--- config.mk ---
export PLATFORM = sky130hd
export DESIGN_NAME = psis_rem_serial
export DESIGN_NICKNAME = d
export VERILOG_FILES = /design/src/sv/partial_shuffle_index_sampler_defines.svh /design/src/sv/psis_pkg.sv /design/src/sv/psis_rem_serial.sv
export SDC_FILE = /design/constraint.sdc
export NUM_CORES = 1
export LEC_CHECK = 0
export BUFFER_PORTS_ARGS = -buffer_cell sky130_fd_sc_hd__buf_2
export CAP_MARGIN = 30
export CORE_UTILIZATION = 55
export DETAILED_ROUTE_END_ITERATION = 12
export GPL_ROUTABILITY_DRIVEN = 0
export PLACE_DENSITY = 0.78
export SLEW_MARGIN = 20
export SYNTH_ARGS = -nofsm -noshare
export SYNTH_HDL_FRONTEND = slang
export SYNTH_SLANG_ARGS = --single-unit
--- constraint.sdc ---
create_clock -name clk_i -period 5.3 [get_ports clk_i]
set_input_delay 0.795 -clock clk_i [delete_from_list [all_inputs] [get_ports clk_i]]
set_output_delay 0.795 -clock clk_i [all_outputs]
set_load 0.03 [all_outputs]
--- src/sv/partial_shuffle_index_sampler_defines.svh ---
// Assertion helpers shared by the sampler RTL.
`ifndef PARTIAL_SHUFFLE_INDEX_SAMPLER_DEFINES_SVH
`define PARTIAL_SHUFFLE_INDEX_SAMPLER_DEFINES_SVH

// Same-cycle implication, checked out of reset.
`define PSIS_ASSERT_NOW(lbl, clk, rst_n, ante, cons) \
  lbl: assert property (@(posedge clk) disable iff (!(rst_n)) (ante) |-> (cons)) \
    else $error("sampler check failed");

// Next-cycle implication, checked out of reset.
`define PSIS_ASSERT_NEXT(lbl, clk, rst_n, ante, cons) \
  lbl: assert property (@(posedge clk) disable iff (!(rst_n)) (ante) |=> (cons)) \
    else $error("sampler check failed");

`endif

--- src/sv/psis_pkg.sv ---
`timescale 1ns / 1ps

package psis_pkg;

  localparam int unsigned REG_W = 11;
  localparam int unsigned REG_MAX = (1 << REG_W) - 1;
  localparam int unsigned IDX_W = 10;
  localparam int unsigned RND_W = 32;
  localparam int unsigned RND_CNT_W = $clog2(RND_W);

  localparam logic [REG_W-1:0] SET_SIZE_RST = REG_W'(1024);
  localparam logic [REG_W-1:0] CHOOSE_COUNT_RST = REG_W'(1024);

  // Configuration register indexes
  localparam logic CFG_SET_SIZE = 1'b0;
  localparam logic CFG_CHOOSE_COUNT = 1'b1;

  // Input action codes
  localparam logic ACT_INIT = 1'b0;
  localparam logic ACT_STEP = 1'b1;

  typedef enum logic [6:0] {
    ST_CLEAR = 7'b0000001,
    ST_IDLE  = 7'b0000010,
    ST_INIT  = 7'b0000100,
    ST_DIV   = 7'b0001000,
    ST_RD_I  = 7'b0010000,
    ST_RD_J  = 7'b0100000,
    ST_WR_I  = 7'b1000000
  } state_e;

  // Status word from the serial remainder unit
  typedef struct packed {
    logic             done;
    logic [REG_W-1:0] rem;
  } rem_res_t;

endpackage

--- src/sv/psis_rem_serial.sv ---
`timescale 1ns / 1ps

// Restoring remainder, one dividend bit per cycle, MSB first.
module psis_rem_serial (
  input  logic                           clk_i,
  input  logic                           rst_ni,
  input  logic                           start_i,
  input  logic [psis_pkg::RND_W-1:0]     dividend_i,
  input  logic [psis_pkg::REG_W-1:0]     divisor_i,
  output psis_pkg::rem_res_t             res_o
);

  logic [psis_pkg::RND_W-1:0]     dvd_q, dvd_d;
  logic [psis_pkg::REG_W:0]       rem_q, rem_d;
  logic [psis_pkg::REG_W-1:0]     dsr_q, dsr_d;
  logic [psis_pkg::RND_CNT_W-1:0] cnt_q, cnt_d;
  logic                           run_q, run_d;
  logic                           done_q, done_d;
  logic [psis_pkg::REG_W:0]       trial;

  always_comb begin
    trial  = {rem_q[psis_pkg::REG_W-1:0], dvd_q[psis_pkg::RND_W-1]};
    dvd_d  = dvd_q;
    rem_d  = rem_q;
    dsr_d  = dsr_q;
    cnt_d  = cnt_q;
    run_d  = run_q;
    done_d = 1'b0;
    if (start_i) begin
      dvd_d = dividend_i;
      rem_d = '0;
      dsr_d = divisor_i;
      cnt_d = '0;
      run_d = 1'b1;
    end else if (run_q) begin
      // shift in next bit, subtract when it fits
      dvd_d = {dvd_q[psis_pkg::RND_W-2:0], 1'b0};
      rem_d = (trial >= {1'b0, dsr_q}) ? (trial - {1'b0, dsr_q}) : trial;
      cnt_d = cnt_q + 1'b1;
      if (cnt_q == psis_pkg::RND_CNT_W'(psis_pkg::RND_W - 1)) begin
        run_d  = 1'b0;
        done_d = 1'b1;
      end
    end
  end

  always_ff @(posedge clk_i or negedge rst_ni) begin
    if (!rst_ni) begin
      cnt_q  <= '0;
      run_q  <= 1'b0;
      done_q <= 1'b0;
    end else begin
      cnt_q  <= cnt_d;
      run_q  <= run_d;
      done_q <= done_d;
    end
  end

  always_ff @(posedge clk_i) begin
    dvd_q <= dvd_d;
    rem_q <= rem_d;
    dsr_q <= dsr_d;
  end

  assign res_o.done = done_q;
  assign res_o.rem  = rem_q[psis_pkg::REG_W-1:0];

endmodule

# [Yosys cells after proc, flatten, opt, wreduce, memory -nomap -nowiden]
# Cells that the tools add are included.
[word_totals] elab_cells=22 output_inout_bits=12 regBits=61
[op_classes] n_mux=11 eq_ne=1 magnitude_cmp=1 reduce_logical=1 add_sub_neg=2
[op_table] cell="2-to-1 mux 32 bit" n=2
[op_table] cell=">= comparator 12 x 11 -> 1 bit" n=1
[op_table] cell="2-to-1 mux 11 bit" n=1
[op_table] cell="subtractor 11 bit" n=1
[op_table] cell="2-to-1 mux 5 bit" n=2
[op_table] cell="2-to-1 mux 1 bit" n=6
[op_table] cell="adder 5 x 1 -> 5 bit (second input constant)" n=1
[op_table] cell="equality test 5 bit (second input constant)" n=1
[op_table] cell="nonzero test 2 bit" n=1

# [Depth between registers and ports, before layout]
[depth] depth_word=4 depth_mapped=10 mapped_depth_nobuf=9

# [Worst setup path after synthesis]
# OpenSTA, ideal clock, no wires.
[synth_path] kind="reg-to-reg" startpoint="register rem_q[0] (netlist name)" endpoint="register rem_q[6] (netlist name)" required_ps=5209 setup_time_ps=91 path_stages_with_launch=9 slack_ps=2828 path_buffers=0 t_arrival_ps=2381 cell_sequence="dfxtp_1 inv_1 fa_1 nand2b_1 a21oi_1 o2111a_1 nor2_1 or3b_1 a311oi_1"
[synth_via] elab_chain_cells=2
[synth_rtl] item="start: declaration" line_no="psis_rem_serial.sv:14" text="logic [psis_pkg::REG_W:0] rem_q, rem_d;"
[synth_rtl] item="start signal: assignment" line_no="psis_rem_serial.sv:61" text="rem_q <= rem_d;"
[synth_rtl] item="subtractor 11 bit or >= comparator 12 x 11 -> 1 bit (tied branches)" line_no="psis_rem_serial.sv:38" text="rem_d = (trial >= {1'b0, dsr_q}) ? (trial - {1'b0, dsr_q}) : trial;"
[synth_rtl] item="2-to-1 mux 11 bit (*)" line_no="psis_rem_serial.sv:38"
# Mark *: on every way between the ends. The rest lies on a longest branch, timed or not.
# A chain may end at the register's enable or synchronous reset.

# [Final worst setup path]
[layout_path] startpoint="register dvd_q[31] (netlist name)" endpoint="register rem_q[6] (netlist name)"
[layout_via] elab_chain_cells=2
[layout_rtl] item="start: declaration" line_no="psis_rem_serial.sv:13" text="logic [psis_pkg::RND_W-1:0] dvd_q, dvd_d;"
[layout_rtl] item="start signal: assignment" line_no="psis_rem_serial.sv:60" text="dvd_q <= dvd_d;"
[layout_rtl] item="subtractor 11 bit or >= comparator 12 x 11 -> 1 bit (tied branches)" line_no="psis_rem_serial.sv:38"
[layout_rtl] item="2-to-1 mux 11 bit (*)" line_no="psis_rem_serial.sv:38"
# Marked as above.

==> impl_results.md <==
- Dpl hpwl: ~3.7 mm
- Seq/Total Area, Yosys: between 50% and 60%
- Mux cell area share after synthesis: around 14%
- Clock Latency Late Sink: roughly 0.34 ns
- Critical Path, Cell by Cell: inv_1 -> ha_1 -> fa_1 -> nand2b_1 -> a21oi_1 -> o2111a_1 -> nor2_1 -> or3b_1 -> a311oi_1
- # diodes: 0
- Avg WL per Cell: around 14 microns
- EDFF count, synth: 43
- Clk slew on worst S/H paths: roughly 0.07 ns
- Final Cycle Share: a little under half
- Die W: between 70 and 80 microns
- Top cells by area, synth: edfxtp_1 42%, mux2_2 12%, dfxtp_1 7.1%
- CP Launch Type: flip-flop
- H-tree depth: 3
- Total vias in the final route: approximately 2,100
- Yosys reg bits: 61
- CTS tree: built
- Post-synthesis to final-layout area growth: 17.0%
- Fin. Hold Viols: 0
- Die ar.: ~5900 sq um
- CTS Hold Buffers Added: 0
- Buf/Inv on CP: 1
- Worst vdd ir: ~0.24 mV
- Clock network power share: about 28%
- Adder-Cell Fraction of Synth Area: under 10%
- Simple-gate share of the synthesized area: 10.2%
- Pwr/cell area: 435 nW/um^2
- RSZ-0062 raised after global routing: no
- Worst Setup End Kind: flip-flop
- Required time of the critical path: about 5.6 ns
- Sequential Power Share: 39.6%
- Least-Margin Pin Slew: 0.676 ns
- P_int: roughly 1.1 mW
- Hold Crit Class: in -> async
- Post-CTS sizing: 0
- Worst setup path class: reg -> reg
- Final setup fails: 0
- Critical Path AT: approximately 2.8 ns
- NetSw: ~500 uW
- Remaining routing DRC violations: 0
- Cell family with most CP delay: compound AO/OA/AOI/OAI gates
- Port-buffer cells: between 50 and 60
- Setup TNS: 0 ns
- Overall routing resource usage: 19.6%
- Initial DRC count: about 110
- Core ar.: ~5300 sq um
- Pleak: around 1.6 nW
- Synth Instances: roughly 250
- Post-Synth XOR/XNOR Area: under 10%
- Reg2reg path depth: 9
- Row Count: 26
- Comb pwr share: 32.5%
- Fmax: just under 0.4 GHz
- IO Count: between 50 and 60
- Compound-gate portion of the synthesized area: about a tenth
- Die height: about 77 microns
- Initial antenna violation count: 0
- Mapped Area: 3090 sq um
- Count leader, synth: edfxtp_1
- Main combinational cell family by area after synthesis: multiplexers
- Synthesis Warnings: 0
- Top-area cell type share of the netlist area: a little over two fifths
- Register Area: 1690 sq um
- Status: completed
- Net count, final: between 300 and 400
- Drt total wl: between 5 and 6 mm
- Net Sw Frac: ~32%
- CP max stage delay: about 0.42 ns
- Post-CTS Setup Bufs: 0
- Placed inst area: 3410 sq um
- Rel. slew slack: ~55%
- CP max-delay cell: fa_1
- Final Cell Area: about 3600 sq um
- 1st-pass router iterations: 4
- Filler Cell Count: 433
- First-pass GRT wire length: roughly 8.8 mm
- Remaining antenna violation count after routing: 0
- Maximum fanout along the worst path: 4
- Starting density of the core: roughly three fifths
- Congestion Overflow GR: 0
- Final min period: about 2.5 ns
- Distinct cells, synth: 50
- Share of cells above drive strength 1: 34.1%
- Multi-input logic area: approximately 1300 sq um
- Vias in the first global route: between 1,500 and 2,000
- Critical Path Stages: 9
- Asr flop ratio synth: about 11%
- Maximum root-to-sink buffer count: 2
- MaxCap Viol Count: 0
- Final Skew: between 0.005 and 0.006 ns
- Largest net degree at the start of global routing: between 50 and 60
- Vias/cell: between 5 and 6
- Syn_nets: around 310
- Largest area contributor in the netlist: edfxtp_1
- Clock tree sinks: between 60 and 70
- Avg Cell Area, Syn: around 12 sq um
- CTS Buf Count: 9
- Synth top cells by count: 43 x edfxtp_1, 32 x mux2_2, 27 x nor2_1
- Synth Flop Type: edfxtp_1
- Max-slew violations: 0
- Root Driver: clkbuf_8
## logic make-up (layout without fill, tap and decap cells)
kind of cell / Yosys count / after routing
muxes: 40 / 40
and+or+nand+nor: 63 / 63
adders and majority gates: 14 / 14
AOI/OAI and AO/OA: 43 / 43
buffers and inverters: 27 / 90
DFF: 61 / 61
xor gates and xnor gates: 6 / 6
## sequential cells by signal, indices dropped and copies added (netlist names)
register,flops
cnt_q,5
done_q,1
dsr_q,11
dvd_q,32
rem_q,11
run_q,1
## through the flow
stage	std cells	worst slack (ns)	hold WS (ns)	total power, mW	utilization, %
2_1_floorplan	254	2.83	0.493	1.04	-
3_3_place_gp	371	2.27	0.502	1.14	64.7
3_5_place_dp	371	2.63	0.511	1.14	64.7
4_1_cts	387	2.76	0.262	1.59	68.6
6_report	387	2.77	0.269	1.57	68.6
5_1_grt	387	2.65	0.265	1.67	68.6
## layout by cell type, fill, tap and decap left out, types with 2 or more instances in the layout
cell / n
inv_1: 15
o21a_1: 2
mux2_2: 32
a21o_1: 3
o211ai_1: 2
xnor2_1: 3
a21oi_1: 8
nand2b_1: 2
mux2i_1: 8
clkinv_2: 3
o31ai_1: 2
ha_1: 13
nand3b_1: 2
bufinv_16: 2
a211o_1: 2
and3_1: 3
nor2b_1: 3
clkbuf_1: 2
dfrtp_1: 7
nand2_1: 12
clkbuf_8: 9
nor3_1: 3
o21ai_0: 11
a211oi_1: 2
dfxtp_1: 11
nor2_1: 27
xor2_1: 3
buf_2: 57
a311oi_1: 2
edfxtp_1: 43
## area by class of cell
class	count	area share (%)
multi-input combinational	166	35.5
inverter	16	1.66
clock buffer	11	3.63
timing repair buffer	58	8.09
clock inverter	5	2.08
sequential	61	46.6
tap	70	2.42
## power by group through the flow
stage | Clock (mW) | Sequential, mW | Combinational [mW]
final | 0.439 | 0.623 | 0.511
after global routing | 0.473 | 0.633 | 0.563
after CTS | 0.450 | 0.624 | 0.511
after detailed placement | 0 | 0.634 | 0.509
after global placement | 0 | 0.633 | 0.503
after floorplan | 0 | 0.681 | 0.355
## layer usage
metal | wire length (microns) | GRT usage [%] | vias to the layer above
met5 | 0 | 0 | -
met4 | 121 | 9.81 | 0
met3 | 300 | 6.67 | 12
met2 | 2430 | 29.4 | 50
met1 | 2450 | 25.2 | 971
li1 | - | - | 1053
## final timing paths
check	startpoint	end	slack [ns]
max	dvd_q[31]	rem_q[6]	2.77
min	rst_ni	cnt_q[2]	0.27
min reg2reg	rem_q[6]	rem_q[7]	0.51
max reg2reg	dvd_q[31]	rem_q[6]	2.77
min in group clk_i	rem_q[6]	rem_q[7]	0.51
max in group asynchronous	rst_ni	cnt_q[0]	4.87
No activity file was read; power rests on OpenSTA's default activity.
